## src/rtl/idw_pkg.sv

```systemverilog
// Shared types and constants for the four-nearest inverse-distance interpolator.
// Used by the controller, the datapath and the arithmetic units; depends on nothing.
package idw_pkg;

  localparam int MAX_ROWS   = 64;
  localparam int ROW_W      = $clog2(MAX_ROWS);
  localparam int CNT_W      = 7;
  localparam int VAL_W      = 24;
  localparam int NEAREST    = 4;
  localparam int SQ_W       = 2 * VAL_W + 1;
  localparam int ROOT_W     = VAL_W + 1;
  localparam int RECIP_BITS = 32;
  localparam int W_W        = RECIP_BITS + 1;
  localparam int PROD_W     = VAL_W + W_W;
  localparam int NUM_W      = PROD_W + 1;
  localparam int DEN_W      = W_W + 2;

  localparam logic OP_LOAD  = 1'b0;
  localparam logic OP_QUERY = 1'b1;

  typedef enum logic [4:0] {
    S_IDLE, S_MM_RD, S_MM_UPD, S_CLAMP, S_D_RD, S_D_SQ, S_D_SQRT_GO, S_D_SQRT,
    S_D_INS, S_PICK, S_W_DIV, S_W_WAIT, S_W_MUL, S_W_ACC, S_F_DIV, S_F_WAIT, S_FIN
  } ctrl_state_e;

  // Commands from the controller to the datapath.
  typedef struct packed {
    logic accept;
    logic cnt_clr;
    logic cnt_inc;
    logic rd_en;
    logic mm_upd;
    logic clamp;
    logic sq_en;
    logic sqrt_start;
    logic ins;
    logic k_clr;
    logic k_inc;
    logic wdiv_start;
    logic wlatch;
    logic mul_en;
    logic acc_en;
    logic fdiv_start;
    logic res_hit;
    logic res_div;
    logic out_load;
  } cmd_t;

  // Status from the datapath to the controller.
  typedef struct packed {
    logic last_row;
    logic sqrt_done;
    logic div_done;
    logic hit0;
    logic k_last;
  } sts_t;

endpackage

```

## src/rtl/idw_ctrl.sv

```systemverilog
// Controller state machine that sequences loads, table sweeps and weighting.
// Depends on idw_pkg for the state enum and the command and status structs.
module idw_ctrl import idw_pkg::*; (
  input  logic clk_i,
  input  logic rst_ni,
  input  logic in_valid_i,
  input  logic op_i,
  input  logic out_stall_i,
  input  sts_t sts_i,
  output logic in_stall_o,
  output logic out_valid_o,
  output cmd_t cmd_o
);

  ctrl_state_e state_q, state_d;
  logic        out_valid_q, out_valid_d;
  logic        slot_free;

  assign slot_free = !out_valid_q || !out_stall_i;

  // Next state and command decode.
  always_comb begin
    state_d = state_q;
    cmd_o   = '0;
    case (state_q)
      S_IDLE: begin
        if (in_valid_i) begin
          cmd_o.accept = 1'b1;
          if (op_i == OP_QUERY) begin
            cmd_o.cnt_clr = 1'b1;
            state_d       = S_MM_RD;
          end
        end
      end
      S_MM_RD: begin
        cmd_o.rd_en = 1'b1;
        state_d     = S_MM_UPD;
      end
      S_MM_UPD: begin
        cmd_o.mm_upd = 1'b1;
        if (sts_i.last_row) begin
          cmd_o.cnt_clr = 1'b1;
          state_d       = S_CLAMP;
        end else begin
          cmd_o.cnt_inc = 1'b1;
          state_d       = S_MM_RD;
        end
      end
      S_CLAMP: begin
        cmd_o.clamp = 1'b1;
        state_d     = S_D_RD;
      end
      S_D_RD: begin
        cmd_o.rd_en = 1'b1;
        state_d     = S_D_SQ;
      end
      S_D_SQ: begin
        cmd_o.sq_en = 1'b1;
        state_d     = S_D_SQRT_GO;
      end
      S_D_SQRT_GO: begin
        cmd_o.sqrt_start = 1'b1;
        state_d          = S_D_SQRT;
      end
      S_D_SQRT: begin
        if (sts_i.sqrt_done) begin
          state_d = S_D_INS;
        end
      end
      S_D_INS: begin
        cmd_o.ins = 1'b1;
        if (sts_i.last_row) begin
          state_d = S_PICK;
        end else begin
          cmd_o.cnt_inc = 1'b1;
          state_d       = S_D_RD;
        end
      end
      S_PICK: begin
        cmd_o.k_clr = 1'b1;
        if (sts_i.hit0) begin
          cmd_o.res_hit = 1'b1;
          state_d       = S_FIN;
        end else begin
          state_d = S_W_DIV;
        end
      end
      S_W_DIV: begin
        cmd_o.wdiv_start = 1'b1;
        state_d          = S_W_WAIT;
      end
      S_W_WAIT: begin
        if (sts_i.div_done) begin
          cmd_o.wlatch = 1'b1;
          state_d      = S_W_MUL;
        end
      end
      S_W_MUL: begin
        cmd_o.mul_en = 1'b1;
        state_d      = S_W_ACC;
      end
      S_W_ACC: begin
        cmd_o.acc_en = 1'b1;
        if (sts_i.k_last) begin
          state_d = S_F_DIV;
        end else begin
          cmd_o.k_inc = 1'b1;
          state_d     = S_W_DIV;
        end
      end
      S_F_DIV: begin
        cmd_o.fdiv_start = 1'b1;
        state_d          = S_F_WAIT;
      end
      S_F_WAIT: begin
        if (sts_i.div_done) begin
          cmd_o.res_div = 1'b1;
          state_d       = S_FIN;
        end
      end
      S_FIN: begin
        if (slot_free) begin
          cmd_o.out_load = 1'b1;
          state_d        = S_IDLE;
        end
      end
      default: state_d = S_IDLE;
    endcase
  end

  // The output register holds a result until the receiver takes it.
  always_comb begin
    out_valid_d = out_valid_q;
    if (out_valid_q && !out_stall_i) begin
      out_valid_d = 1'b0;
    end
    if (cmd_o.out_load) begin
      out_valid_d = 1'b1;
    end
  end

  always_ff @(posedge clk_i or negedge rst_ni) begin
    if (!rst_ni) begin
      state_q     <= S_IDLE;
      out_valid_q <= 1'b0;
    end else begin
      state_q     <= state_d;
      out_valid_q <= out_valid_d;
    end
  end

  assign in_stall_o  = (state_q != S_IDLE);
  assign out_valid_o = out_valid_q;

endmodule

```

## config.mk

```make
export PLATFORM = sky130hd
export DESIGN_NAME = idw_ctrl
export DESIGN_NICKNAME = d
export VERILOG_FILES = /design/src/rtl/idw_pkg.sv /design/src/rtl/idw_ctrl.sv
export SDC_FILE = /design/constraint.sdc
export NUM_CORES = 1
export LEC_CHECK = 0
export ABC_CLOCK_PERIOD_IN_PS = 2000
export CAP_MARGIN = 20
export CORE_AREA = 2 2 39 41
export DETAILED_ROUTE_END_ITERATION = 7
export DIE_AREA = 0 0 41 43
export DONT_BUFFER_PORTS = 1
export HOLD_SLACK_MARGIN = 0.12
export PLACE_DENSITY_LB_ADDON = 0.05
export SYNTH_ARGS = -nofsm -noshare
export SYNTH_HDL_FRONTEND = slang
export SYNTH_SLANG_ARGS = --single-unit
```

## constraint.sdc

```tcl
create_clock -name clk_i -period 2 [get_ports clk_i]
set_input_delay 0.1 -clock clk_i [delete_from_list [all_inputs] [get_ports clk_i]]
set_output_delay 0.1 -clock clk_i [all_outputs]
set_load 0.05 [all_outputs]
```

==> run_results.csv <==
group,metric,value,unit
drt,drt_drc_violations_left,0,
synthesis,synth_edf_count,0,
layout,multi_input_area,474.2,sq um
place,post-place-ws,0.3137,ns
floorplanning,ios,31,
sta,hold_viol_final,0,
layout,final_area,909.6,sq um
sta,worst_pin_slew,0.5034,ns
power_and_ir_drop,combinationalPowerShare,0.791,
floorplanning,row_count,14,
setup_path,cp-start-kind,"flop",
synthesis,syn-cell-area,638.1,sq um
layout,syn_to_final_growth,42.55,%
synthesis,synth_top_area_frac,0.2353,
sta,drv_slew,0,
setup_path,crit_type,"reg -> out",
synthesis,synth_largest_area_cell,"dfrtp_1",
synthesis,synthTopCellsByArea,"dfrtp_1 (24%), nor2_1 (8.2%), nand2_1 (7.6%)",
floorplanning,core-area,1384,sq um
setup_path,cp_max_fo,15,
synthesis,synth-seq-cells,6,
setup_path,cp-startpoint,"state_q[4]",
floorplanning,dieHeight,43,um
place,placed_area,857.1,sq um
global_route,grt_max_degree,17,
power_and_ir_drop,powerDensity,1814,nW/um^2
layout,drive_above_1_share,0.3009,
clock_network,clockBufferDepth,2,
drt,vias_per_cell,5.698,
clock_network,worst_skew_pair.late_latency,0.23,ns
min_path,hp-class,"in -> reg",
clock_network,cts.repair.resized,0,
place,gp_congestion,0.9138,
sta,slew_headroom,0.6656,
drt,wirelength,1.804,mm
drt,first_pass_iters,5,
layout,fill_cells,131,
setup_path,arrival,1.70,ns
place,dp_hpwl,1.403,mm
sta,fin_ws,0.1997,ns
power_and_ir_drop,swShare,0.5806,
floorplanning,die_w,41,um
sta,post-route-period-util,0.9002,
layout,area.sequential,150.1,sq um
sta,rsz0062_at_grt,"no",
setup_path,cp_slowest_cell,"dfrtp_1",
drt,avgRoutedWirePerCell,13.98,um
sta,fmax,0.5555,GHz
clock_network,h-tree-depth,1,
min_path,min_from,"sts_i[3]",
layout,nets,125,
run,drv_cap,0,
power_and_ir_drop,seqPwrFrac,0.146,
layout,antennaDiodeCount,0,
synthesis,syn_inst,90,
synthesis,seq_area_frac_synth,0.2353,
synthesis,yosysMostFrequentCell,"nor2_1",
global_route,overflow,0,
synthesis,synth_warnings,0,
clock_network,cts.sinks,6,
setup_path,worstPathBufferInverterCount,2,
drt,ant_nets,0,
outcome,outcome,"complete, no violations",
clock_network,clock-root-buffer,"clkbuf_4",
sta,setup_viol,0,
setup_path,path_cells,"buf_4 > and2b_1 > nand2_1 > nor3_2 > and2_1 > buf_12",
synthesis,syn_area_per_cell,7.090,sq um
setup_path,worstSetupEndpointType,"output pin",
synthesis,synthFlopType,"dfrtp_1",
global_route,track_usage,0.2262,
place,place.port_buffers,0,
setup_path,cp_top_family,"simple AND/OR/NAND/NOR gates",
clock_network,cts_made_buffers,3,
global_route,grt_pass1_vias,646,
synthesis,synthArstFlopShare,1.000,
floorplanning,die_area,1763,sq um
place,dp.cells,123,
setup_path,max_stage_delay,0.36,ns
sta,period_minus_slack,1.800,ns
synthesis,yosysUniqueCellTypes,36,
global_route,antenna_found_initial,0,
synthesis,synthTopCellsByCount,"nor2_1 (14), nand2_1 (13), dfrtp_1 (6)",
setup_path,worstPathRequired,1.90,ns
power_and_ir_drop,peakVddDrop,0.8920,mV
power_and_ir_drop,switchingPower,0.0009582,W
clock_network,cts_tree,"done",
clock_network,clkTransAtPathRegs,0.04,ns
power_and_ir_drop,intPower,0.0006921,W
global_route,grt_pass1_wl,2.718,mm
power_and_ir_drop,pwr-share-clk,0.063,
sta,skew,0.0005805,ns
drt,vias,735,
synthesis,syn_nets,100,
power_and_ir_drop,power_leakage,0.4142,nW
layout,instances_no_fill,129,
floorplanning,initial_core_util,0.4611,
setup_path,reg2reg_from,"state_q[1]",
drt,drtIter0Drc,15,
## cell families (layout without fill, tap and decap cells)
group / after synthesis / after routing / share of synthesized area
flip-flops: 6 / 6 / 0.2353
AO/OA/AOI/OAI: 19 / 19 / 0.2196
buffers and inverters: 9 / 32 / 0.06275
AND/OR/NAND/NOR: 52 / 52 / 0.4236
XOR/XNOR: 3 / 3 / 0.04118
multiplexers: 1 / 1 / 0.01765
## per-stage QoR
step	hold WS, ns	power [W]	util	TNS [ns]
global route	0.1517	0.001752	0.6573	0
floorplan	-0.1956	0.001199	-	-0.2422
CTS	0.1400	0.001654	0.6573	0
global placement	-0.1955	0.001520	0.6193	0
finish	0.1503	0.001650	0.6573	0
detailed placement	-0.1954	0.001535	0.6193	0
## layout make-up
type | count | share of cell area
multi-input cells | 75 | 0.5213
flip-flops and latches | 6 | 0.1651
inverters | 2 | 0.008253
repair buffers | 27 | 0.2586
clock buffers | 3 | 0.02476
well taps | 16 | 0.02201
## placed cells by master (no fill, tap or decap), types with 2 or more instances in the layout
cell           count
buf_4             22
nor2_1            14
nand2_1           13
dfrtp_1            6
and3_1             4
nand2b_1           3
a21oi_1            3
xnor2_1            3
o21ai_1            3
clkbuf_4           3
dlygate4sd3_1      3
nor3_1             2
or3b_1             2
nor3_2             2
inv_1              2
o21ai_0            2
buf_12             2
## routing by layer
metal | share of wire | track usage | up-vias | wire, um
li1 | - | - | 371 | -
met5 | 0 | 0 | - | 0
met4 | 0.018 | 0.1333 | 0 | 32
met2 | 0.52 | 0.3531 | 29 | 931
met1 | 0.41 | 0.2791 | 330 | 744
met3 | 0.053 | 0.03141 | 5 | 95
## flip-flops by register name, summed over array words and instances (netlist names)
signal / count
out_valid_o: 1
state_q: 5
## power groups by stage
stage          combinational (W)  sequential, W  clock (W)
3_5_place_dp             0.00129       0.000241          0
3_3_place_gp             0.00128       0.000239          0
5_1_grt                  0.00139       0.000247   0.000115
6_report                 0.00131       0.000241   0.000103
4_1_cts                  0.00130       0.000241   0.000110
2_1_floorplan           0.000983       0.000216          0
## worst paths after layout
path                               endpoint  slack, ns  depth (start not counted)
worst min register to register  out_valid_o       0.62                          3
worst min-delay path             state_q[1]       0.15                          2
min in group asynchronous        state_q[1]       0.17                          1
worst max register to register   state_q[4]       0.29                          4
max in group asynchronous        state_q[0]       1.63                          1
worst max-delay path               cmd_o[2]       0.20                          6
## timing repair
item,CTS,global route
hold endpoints to repair,9,0
hold buffers,3,0
setup buffers,0,0
No activity file was read; power rests on OpenSTA's default activity.
